[config.mk]
export PLATFORM = sky130hd
export DESIGN_NAME = vectored_priority_interrupt_arbiter
export DESIGN_NICKNAME = d
export VERILOG_FILES = /design/src/design/vpia_pkg.sv /design/src/design/vectored_priority_interrupt_arbiter.sv
export SDC_FILE = /design/constraint.sdc
export NUM_CORES = 1
export LEC_CHECK = 0
export BUFFER_PORTS_ARGS = -buffer_cell sky130_fd_sc_hd__buf_2
export CORE_MARGIN = 3
export CORE_UTILIZATION = 54
export DETAILED_ROUTE_END_ITERATION = 8
export PLACE_DENSITY = 0.77
export SETUP_SLACK_MARGIN = 0.5
export SLEW_MARGIN = 20
export SYNTH_ARGS = -nofsm -noshare
export SYNTH_HDL_FRONTEND = slang
export SYNTH_SLANG_ARGS = --single-unit
[constraint.sdc]
create_clock -name clk -period 11.8 [get_ports clk]
set_input_delay 3.54 -clock clk [delete_from_list [all_inputs] [get_ports clk]]
set_output_delay 3.54 -clock clk [all_outputs]
set_load 0.03 [all_outputs]
[src/design/vpia_pkg.sv]
// Package for the vectored priority interrupt arbiter.
// Holds slot count, field widths, event kind and configuration register codes.
// Has no dependencies; every RTL file of the block imports it.
`default_nettype none

package vpia_pkg;

  // Number of device slots that are in use, and the fixed slot count of the fields.
  localparam int NUM_DEVICES = 8;
  localparam int SLOT_CNT    = 8;

  localparam int KIND_W   = 2;
  localparam int SLOT_W   = 3;
  localparam int PRIO_W   = 3;
  localparam int LEVEL_W  = 3;
  localparam int VEC_W    = 16;
  localparam int CFG_IDX_W  = 2;
  localparam int CFG_DATA_W = 64;

  // Slots at or above NUM_DEVICES never take part.
  localparam logic [SLOT_CNT-1:0] SLOT_MASK = SLOT_CNT'((1 << NUM_DEVICES) - 1);

  typedef enum logic [KIND_W-1:0] {
    KIND_RAISE = 2'd0,
    KIND_LOWER = 2'd1,
    KIND_ACK   = 2'd2
  } kind_t;

  typedef enum logic [CFG_IDX_W-1:0] {
    CFG_PRESENT  = 2'd0,
    CFG_LEVELS   = 2'd1,
    CFG_VEC_LOW  = 2'd2,
    CFG_VEC_HIGH = 2'd3
  } cfg_idx_t;

endpackage : vpia_pkg

`default_nettype wire

[src/design/vectored_priority_interrupt_arbiter.sv]
// Top level of the vectored priority interrupt arbiter.
// Holds the configuration registers, the pending request state and the arbiter.
// Depends on vpia_pkg.
//
// Usage:
//   The input channel (in_valid, in_stall) carries one event item: raise or
//   lower the request of one device slot, or acknowledge at a processor
//   priority. The result channel (out_valid, out_stall) returns exactly one
//   item for every event: the granted vector, the grant flag, the granted slot
//   and the shared request line after the event.
//   An accepted item is captured in an input register; when it advances, the
//   pending state is updated and the result register is loaded. One item per
//   cycle is sustained while the receiver does not stall; the limit is the
//   single read-modify-write of the pending request register, which every
//   item passes through once.
//   If the receiver stalls, the result register holds its item, the input
//   register fills, and in_stall rises until the result is taken.
//   The configuration port (cfg_valid, cfg_ready, cfg_index, cfg_data) writes
//   one register per handshake; it is ready whenever the input register is
//   empty. Writing the present mask drops pending requests of absent slots.
//   Synchronous reset (rst_n low) clears all configuration, all pending
//   requests and both valid flags.
`default_nettype none

module vectored_priority_interrupt_arbiter
  import vpia_pkg::*;
(
  input  wire logic                  clk,
  input  wire logic                  rst_n,

  input  wire logic                  in_valid,
  output      logic                  in_stall,
  input  wire logic [KIND_W-1:0]     in_kind,
  input  wire logic [SLOT_W-1:0]     in_device_index,
  input  wire logic [PRIO_W-1:0]     in_cpu_priority,

  output      logic                  out_valid,
  input  wire logic                  out_stall,
  output      logic [VEC_W-1:0]      out_granted_vector,
  output      logic                  out_granted,
  output      logic [SLOT_W-1:0]     out_granted_device,
  output      logic                  out_request_line,

  input  wire logic                  cfg_valid,
  output      logic                  cfg_ready,
  input  wire logic [CFG_IDX_W-1:0]  cfg_index,
  input  wire logic [CFG_DATA_W-1:0] cfg_data
);

  // Configuration registers.
  logic [SLOT_CNT-1:0]         present_r, present_nxt;
  logic [SLOT_CNT*LEVEL_W-1:0] levels_r, levels_nxt;
  logic [4*VEC_W-1:0]          vec_low_r, vec_low_nxt;
  logic [4*VEC_W-1:0]          vec_high_r, vec_high_nxt;

  // Pending requests, one bit per slot.
  logic [SLOT_CNT-1:0] pend_r, pend_nxt;

  // Input register.
  logic              s1_valid_r, s1_valid_nxt;
  logic [KIND_W-1:0] s1_kind_r;
  logic [SLOT_W-1:0] s1_dev_r;
  logic [PRIO_W-1:0] s1_prio_r;

  // Result register.
  logic              out_valid_r, out_valid_nxt;
  logic [VEC_W-1:0]  out_vec_r;
  logic              out_granted_r;
  logic [SLOT_W-1:0] out_dev_r;
  logic              out_line_r;

  logic in_take;
  logic adv;
  logic cfg_take;

  logic [SLOT_CNT-1:0]  usable;
  logic [SLOT_CNT-1:0]  eligible;
  logic [SLOT_CNT-1:0]  dev_bit;
  logic                 win_found;
  logic [SLOT_W-1:0]    win_idx;
  logic [LEVEL_W-1:0]   win_level;
  logic [LEVEL_W-1:0]   slot_level;
  logic [8*VEC_W-1:0]   all_vectors;
  logic [SLOT_CNT-1:0]  pend_step;
  logic                 grant;
  logic [VEC_W-1:0]     res_vec;
  logic [SLOT_W-1:0]    res_dev;

  // The stage advances when it holds an item and the result register is empty or being emptied.
  assign adv      = s1_valid_r && (!out_valid_r || !out_stall);
  assign in_stall = s1_valid_r && !adv;
  assign in_take  = in_valid && !in_stall;

  // Configuration is only taken while no item sits in the input register.
  assign cfg_ready = !s1_valid_r;
  assign cfg_take  = cfg_valid && cfg_ready;

  assign usable      = present_r & SLOT_MASK;
  assign eligible    = pend_r & usable;
  assign dev_bit     = SLOT_CNT'(1) << s1_dev_r;
  assign all_vectors = {vec_high_r, vec_low_r};

  // Highest level strictly above the processor priority wins; scanning from
  // slot zero with a strict compare makes the lowest slot win a tie.
  always_comb begin
    win_found  = 1'b0;
    win_idx    = '0;
    win_level  = '0;
    slot_level = '0;
    for (int i = 0; i < SLOT_CNT; i++) begin
      slot_level = levels_r[LEVEL_W*i +: LEVEL_W];
      if (eligible[i] && (slot_level > s1_prio_r) &&
          (!win_found || (slot_level > win_level))) begin
        win_found = 1'b1;
        win_idx   = SLOT_W'(i);
        win_level = slot_level;
      end
    end
  end

  // Effect of the item in the input register on the pending requests.
  always_comb begin
    pend_step = pend_r;
    grant     = 1'b0;
    res_vec   = '0;
    res_dev   = '0;
    unique case (kind_t'(s1_kind_r))
      KIND_RAISE: begin
        if ((usable & dev_bit) != '0) begin
          pend_step = pend_r | dev_bit;
        end
      end
      KIND_LOWER: begin
        if ((usable & dev_bit) != '0) begin
          pend_step = pend_r & ~dev_bit;
        end
      end
      KIND_ACK: begin
        if (win_found) begin
          grant     = 1'b1;
          res_dev   = win_idx;
          res_vec   = all_vectors[VEC_W*win_idx +: VEC_W];
          pend_step = pend_r & ~(SLOT_CNT'(1) << win_idx);
        end
      end
      default: begin
        // The unused kind leaves everything as it is.
        pend_step = pend_r;
      end
    endcase
  end

  // Next values of the configuration and the pending state.
  always_comb begin
    present_nxt  = present_r;
    levels_nxt   = levels_r;
    vec_low_nxt  = vec_low_r;
    vec_high_nxt = vec_high_r;
    pend_nxt     = adv ? pend_step : pend_r;
    if (cfg_take) begin
      unique case (cfg_idx_t'(cfg_index))
        CFG_PRESENT: begin
          present_nxt = cfg_data[SLOT_CNT-1:0];
          pend_nxt    = pend_r & cfg_data[SLOT_CNT-1:0] & SLOT_MASK;
        end
        CFG_LEVELS:   levels_nxt   = cfg_data[SLOT_CNT*LEVEL_W-1:0];
        CFG_VEC_LOW:  vec_low_nxt  = cfg_data;
        CFG_VEC_HIGH: vec_high_nxt = cfg_data;
        default:      present_nxt  = present_r;
      endcase
    end
  end

  assign s1_valid_nxt  = in_take ? 1'b1 : (adv ? 1'b0 : s1_valid_r);
  assign out_valid_nxt = adv ? 1'b1 : (out_valid_r && out_stall);

  // Control and configuration state.
  always_ff @(posedge clk) begin
    if (!rst_n) begin
      present_r   <= '0;
      levels_r    <= '0;
      vec_low_r   <= '0;
      vec_high_r  <= '0;
      pend_r      <= '0;
      s1_valid_r  <= 1'b0;
      out_valid_r <= 1'b0;
    end else begin
      present_r   <= present_nxt;
      levels_r    <= levels_nxt;
      vec_low_r   <= vec_low_nxt;
      vec_high_r  <= vec_high_nxt;
      pend_r      <= pend_nxt;
      s1_valid_r  <= s1_valid_nxt;
      out_valid_r <= out_valid_nxt;
    end
  end

  // Payload registers need no reset.
  always_ff @(posedge clk) begin
    if (in_take) begin
      s1_kind_r <= in_kind;
      s1_dev_r  <= in_device_index;
      s1_prio_r <= in_cpu_priority;
    end
    if (adv) begin
      out_vec_r     <= res_vec;
      out_granted_r <= grant;
      out_dev_r     <= res_dev;
      out_line_r    <= |pend_step;
    end
  end

  assign out_valid          = out_valid_r;
  assign out_granted_vector = out_vec_r;
  assign out_granted        = out_granted_r;
  assign out_granted_device = out_dev_r;
  assign out_request_line   = out_line_r;

`ifndef NO_ASSERTIONS
  // A result without a grant carries neither a vector nor a slot.
  a_no_grant_zero: assert property (@(posedge clk) disable iff (!rst_n)
    (out_valid_r && !out_granted_r) |-> (out_vec_r == '0 && out_dev_r == '0))
    else $error("result without grant carries a vector or slot");

  // The granted slot no longer has a pending request afterwards.
  a_grant_clears: assert property (@(posedge clk) disable iff (!rst_n)
    (adv && grant) |=> !pend_r[$past(win_idx)])
    else $error("granted request still pending");

  // The reported request line matches the pending state it was taken from.
  a_line_matches: assert property (@(posedge clk) disable iff (!rst_n)
    adv |=> (out_line_r == (|pend_r)))
    else $error("request line disagrees with pending state");

  // Absent slots never hold a pending request.
  a_absent_idle: assert property (@(posedge clk) disable iff (!rst_n)
    (pend_r & ~usable) == '0)
    else $error("pending request on an absent slot");

  // A grant always goes to a slot that was pending and above the priority.
  a_grant_valid: assert property (@(posedge clk) disable iff (!rst_n)
    (adv && grant) |-> (eligible[win_idx] &&
                        (levels_r[LEVEL_W*win_idx +: LEVEL_W] > s1_prio_r)))
    else $error("grant to a slot that does not qualify");
`endif

endmodule : vectored_priority_interrupt_arbiter

`default_nettype wire
# After elaboration in Yosys (flattened, before gate mapping)
# Index checks and enable logic that the tools add are counted.
[word_totals]
mem_bits_rw = 0
romBits = 0
output_inout_bits = 24
input_bits = 79
reg_bits = 199
latch_bits = 0
mem_count = 0
[op_classes]
n_mul = 0
bitwise_logic = 8
order_cmp = 15
n_eq_ne = 5
n_addsub = 0
n_reduce_logical = 50
n_shift = 3
div_mod_pow = 0
muxes = 33
[ops]
columns = ["op", "n"]
rows = [
  ["128-bit by 8-bit variable part select with 16-bit output", 1],
  ["8-bit two-way mux", 6],
  ["3-bit > comparator", 15],
  ["8-bit AND", 5],
  ["3-bit two-way mux", 13],
  ["8-bit case mux with 3 select lines", 1],
  ["1-bit logical AND", 20],
  ["8-bit NOT", 2],
  ["1-bit by 3-bit << shifter with 8-bit output, first input constant", 2],
  ["1-bit two-way mux", 13],
  ["1-bit zero test", 12],
  ["2-bit AND reduction", 5],
  ["1-bit logical OR", 8],
  ["8-bit bitwise OR", 1],
  ["8-bit nonzero test", 1],
  ["8-bit OR reduction", 1],
  ["2-bit equality test, second input constant", 3],
  ["2-bit by 1-bit equality test with 1-bit output, second input constant", 2],
  ["2-bit zero test", 2],
  ["2-bit nonzero test", 1],
]

# Logic depth before layout (Yosys ltp)
[depth]
word_depth = 39
mapped_depth = 57
depth_no_buf = 56

# Worst setup path before layout
# OpenSTA, ideal clock, no wires.
[synth_path]
path_kind = "register to register"
start = "reg s1_prio_r[1]"
end = "reg out_line_r (netlist: out_request_line) (data pin)"
arrival_time_ns = 10.979
required_time_ns = 11.535
path_stages_with_launch = 56
setup_slack_ns = 0.556
path_cell_list = "edfxtp_1 inv_1 ha_1 and2b_1 o311ai_2 nor2_1 nand2_1 ha_1 nand3_1 o21ai_0 o211ai_1 nand3_1 and2_1 ha_1 nor2b_1 o21a_1 o21ai_1 a211oi_1 (+20 left out) a311oi_1 nor2_1 mux2_2 ha_1 nor2b_1 o21a_1 o21ai_0 a21oi_1 mux2_2 ha_1 a21o_1 a21oi_1 o32a_1 o21ai_1 o31ai_2 a31oi_1 or4_1 or3_1"
[synth_between]
elab_chain_cells = 37
[synth_lines]
columns = ["element", "line_no", "rtl"]
rows = [
  ["start, declared", "vectored_priority_interrupt_arbiter.sv:63", "logic [PRIO_W-1:0] s1_prio_r;"],
  ["start signal, assigned", "vectored_priority_interrupt_arbiter.sv:203", "s1_prio_r <= in_cpu_priority;"],
  ["3-bit > comparator", "vectored_priority_interrupt_arbiter.sv:112", "if (eligible[i] && (slot_level > s1_prio_r) &&"],
  ["1-bit logical AND", "vectored_priority_interrupt_arbiter.sv:112", ""],
  ["3-bit two-way mux / 1-bit two-way mux (equally long branches)", "vectored_priority_interrupt_arbiter.sv:112", ""],
  ["3-bit > comparator / 1-bit zero test (equally long branches)", "vectored_priority_interrupt_arbiter.sv:113", "(!win_found || (slot_level > win_level))) begin"],
  ["1-bit logical OR", "vectored_priority_interrupt_arbiter.sv:113", ""],
  ["1-bit logical AND", "vectored_priority_interrupt_arbiter.sv:112", ""],
  ["3-bit two-way mux / 1-bit two-way mux (equally long branches)", "vectored_priority_interrupt_arbiter.sv:112", ""],
  ["3-bit > comparator / 1-bit zero test (equally long branches)", "vectored_priority_interrupt_arbiter.sv:113", ""],
  ["(+21 left out)", "--", ""],
  ["1-bit logical AND", "vectored_priority_interrupt_arbiter.sv:112", ""],
  ["3-bit two-way mux", "vectored_priority_interrupt_arbiter.sv:112", ""],
  ["1-bit by 3-bit << shifter with 8-bit output", "vectored_priority_interrupt_arbiter.sv:143", "pend_step = pend_r & ~(SLOT_CNT'(1) << win_idx);"],
  ["8-bit NOT", "vectored_priority_interrupt_arbiter.sv:143", ""],
  ["8-bit AND", "vectored_priority_interrupt_arbiter.sv:143", ""],
  ["8-bit two-way mux (*)", "vectored_priority_interrupt_arbiter.sv:139", "if (win_found) begin"],
  ["8-bit case mux with 3 select lines (*)", "vectored_priority_interrupt_arbiter.sv:127", "unique case (kind_t'(s1_kind_r))"],
  ["8-bit OR reduction (*)", "vectored_priority_interrupt_arbiter.sv:209", "out_line_r <= |pend_step;"],
  ["end signal, assigned", "vectored_priority_interrupt_arbiter.sv:209", ""],
  ["end, declared", "vectored_priority_interrupt_arbiter.sv:70", "logic out_line_r;"],
]
# Mark *: on every way between the ends. The rest lies on a longest branch, timed or not.
# A chain may end at the register's enable or synchronous reset.

# Worst setup path after layout
# Ends and elaborated chain as after synthesis.

==> qor.csv <==
metric,value,unit
status,finished clean,
ys_seq_area_frac,0.434,
ir_drop,0.117,mV
avgSynthCellArea,8.51,µm²
min_period,11.07,ns
slew_violations,0,
n_fill_cell,1462,
ys_warn_count,0,
crit_required,11.98,ns
path_max_fanout,5,
syn-cell-area,9860,µm²
cts.sinks,199,
core-area,17600,µm²
end_kind,flop,
postRouteWirelength,30400,µm
grt-ovfl-total,0,
finalWeightedCongestion,0.904,
critPathMostFrequentCell,o21ai_2,
drv_cap,0,
path_buf_inv,6,
cts_buffers,17,
synth_top_family_by_area,compound AO/OA/AOI/OAI gates,
ys_types,66,
min_period_over_period,0.938,
synth_compound_area_frac,0.257,
grt_max_degree,111,
fmax,90.3,MHz
placed_cells,1442,
ctsLongestPathBuffers,2,
grt_pass1_wl,46200,µm
cp_top_family,compound AO/OA/AOI/OAI gates,
first_pass_iters,7,
start_util,0.560,
worst_ep_arrival_time,11.26,ns
hold_slack,0.466,ns
drc,0,
hpwl,19400,µm
ys_async_sr_fraction,0,
portBuffers,102,
path_clk_slew,0.07,ns
grtUsageTotal,0.295,
ios,103,
drt-initial-drc-count,1185,
start_kind,flop,
syn_nets,1283,
antenna_found_initial,0,
h-tree-depth,4,
worst_pin_slew,1.15,ns
critPathKind,reg2reg,
final_common_cell,nand2_1,
final_hold_viol_count,0,
yosys.area_share.simple,0.202,
worst_path_max_delay_cell,or4_1,
slew-limit-headroom,0.232,
num_vias,9079,
synthMuxAreaShare,0.0119,
hold_path.class,reg2reg,
synthAdderAreaFrac,0.0571,
finalSetupViolations,0,
setup_tns,0,ns
cts_root_buf,clkbuf_16,
num_rows,48,
ant_nets,0,
area_growth,19.8,%
rsz0062_at_grt,yes,
layout_common_cells,"nand2_1, dfxtp_1, a21boi_0",
fp.dieW,141,µm
synth_xor_area_frac,0,
ys_seq_elements,199,
clock_latency,0.44,ns
worst_clock_skew,0.0158,ns
die_y,141,µm
synth_edf_count,29,
p_per_area,120,nW/µm²
drive_gt1_frac,0.208,
fin_cells,1504,
yosys_most_used_dff,dfxtp_1,
grt_pass1_vias,8455,
critPathMaxStageDelay,0.49,ns
nets,1389,
p_leak,4.46,nW
vias_per_cell,6.04,
tritoncts,done,
dieArea,19900,µm²
syn_inst,1159,
wl_per_cell,20.2,µm
-- per-layer routing --
layer	vias up	routed length [µm]	share of wire	global-route usage
met5	-	0	0	0
met4	0	927	0.030	0.100
met3	55	3000	0.099	0.0709
met2	427	14000	0.46	0.457
met1	4306	12500	0.41	0.404
li1	4291	-	-	-
-- cells in the mapped netlist (all sizes together), types with 7 or more instances --
cell / instances / share of area
a222oi: 32 / 0.032
buf: 13 / 0.0067
a21oi: 36 / 0.018
a211o: 16 / 0.014
o21ai: 20 / 0.010
nand2: 359 / 0.14
a211oi: 7 / 0.0053
o21a: 8 / 0.0061
and2: 8 / 0.0051
nand3: 22 / 0.011
nor2: 41 / 0.016
or2: 7 / 0.0044
nor2b: 21 / 0.013
clkbuf: 55 / 0.021
a31oi: 7 / 0.0044
dfxtp: 170 / 0.35
a21boi: 161 / 0.12
inv: 27 / 0.010
edfxtp: 29 / 0.088
ha: 45 / 0.057
-- through the flow --
stage / power (mW) / cell area, µm² / utilization / setup slack (ns)
after floorplan: 0.800 / 9860 / - / 0.556
after global placement: 0.847 / 10600 / 0.602 / 0.243
after detailed placement: 0.850 / 10600 / 0.602 / -0.0526
after CTS: 1.42 / 11200 / 0.638 / 0.521
after global routing: 1.47 / 11800 / 0.671 / 0.205
final: 1.42 / 11800 / 0.671 / 0.726
-- flip-flops by register name (all words and copies together), names as in the netlist, 8 cells and up --
name,cells
present_r,8
vec_high_r,64
pend_r,8
out_granted_vector,16
levels_r,24
vec_low_r,64
-- final timing paths --
check	start	to	slack, ns	cells past startpoint
setup / recovery	s1_prio_r[1]	out_request_line	0.73	54
hold / removal	vec_high_r[50]	vec_high_r[50]	0.47	2
setup reg to reg	s1_prio_r[1]	out_request_line	0.73	54
hold reg to reg	vec_high_r[50]	vec_high_r[50]	0.47	2
-- where the power goes --
group	switching (mW)	leakage, nW	total, mW	internal [mW]
Combinational	0.0753	2.51	0.122	0.0471
Clock	0.274	0.278	0.576	0.302
Sequential	0.0150	1.67	0.722	0.707
Total	0.364	4.46	1.42	1.06
-- area by class of cell --
cell class | count | area (µm²) | area share
timing repair buffer | 155 | 986 | 0.0835
multi-input combinational | 865 | 5590 | 0.473
sequential | 199 | 4270 | 0.362
inverter | 27 | 101 | 0.00858
tap | 225 | 282 | 0.0238
antenna | 1 | 2.50 | 0.000212
clock inverter | 14 | 138 | 0.0117
clock buffer | 18 | 439 | 0.0372
-- cell families after synthesis --
logic type / count (synthesis)
AND/OR/NAND/NOR: 479
flip-flops: 199
buffers and inverters: 95
AO/OA/AOI/OAI: 330
adder cells (fa/ha/maj): 45
multiplexers: 11
-- repair_timing --
action                     in CTS  in global routing
hold endpoints to repair        0                  0
hold buffers                    0                  0
cloned                          0                  3
resized for setup               7                 67
buffers inserted                5                 21
pin swaps                       3                 47
setup endpoints to repair      19                 28
-- tightest hold or removal path: stages, from the launching register on --
cell and delay (ns):
dfxtp_1 0.31, nand2_1 0.05, a21boi_0 0.06
No activity file was read; power rests on OpenSTA's default activity.
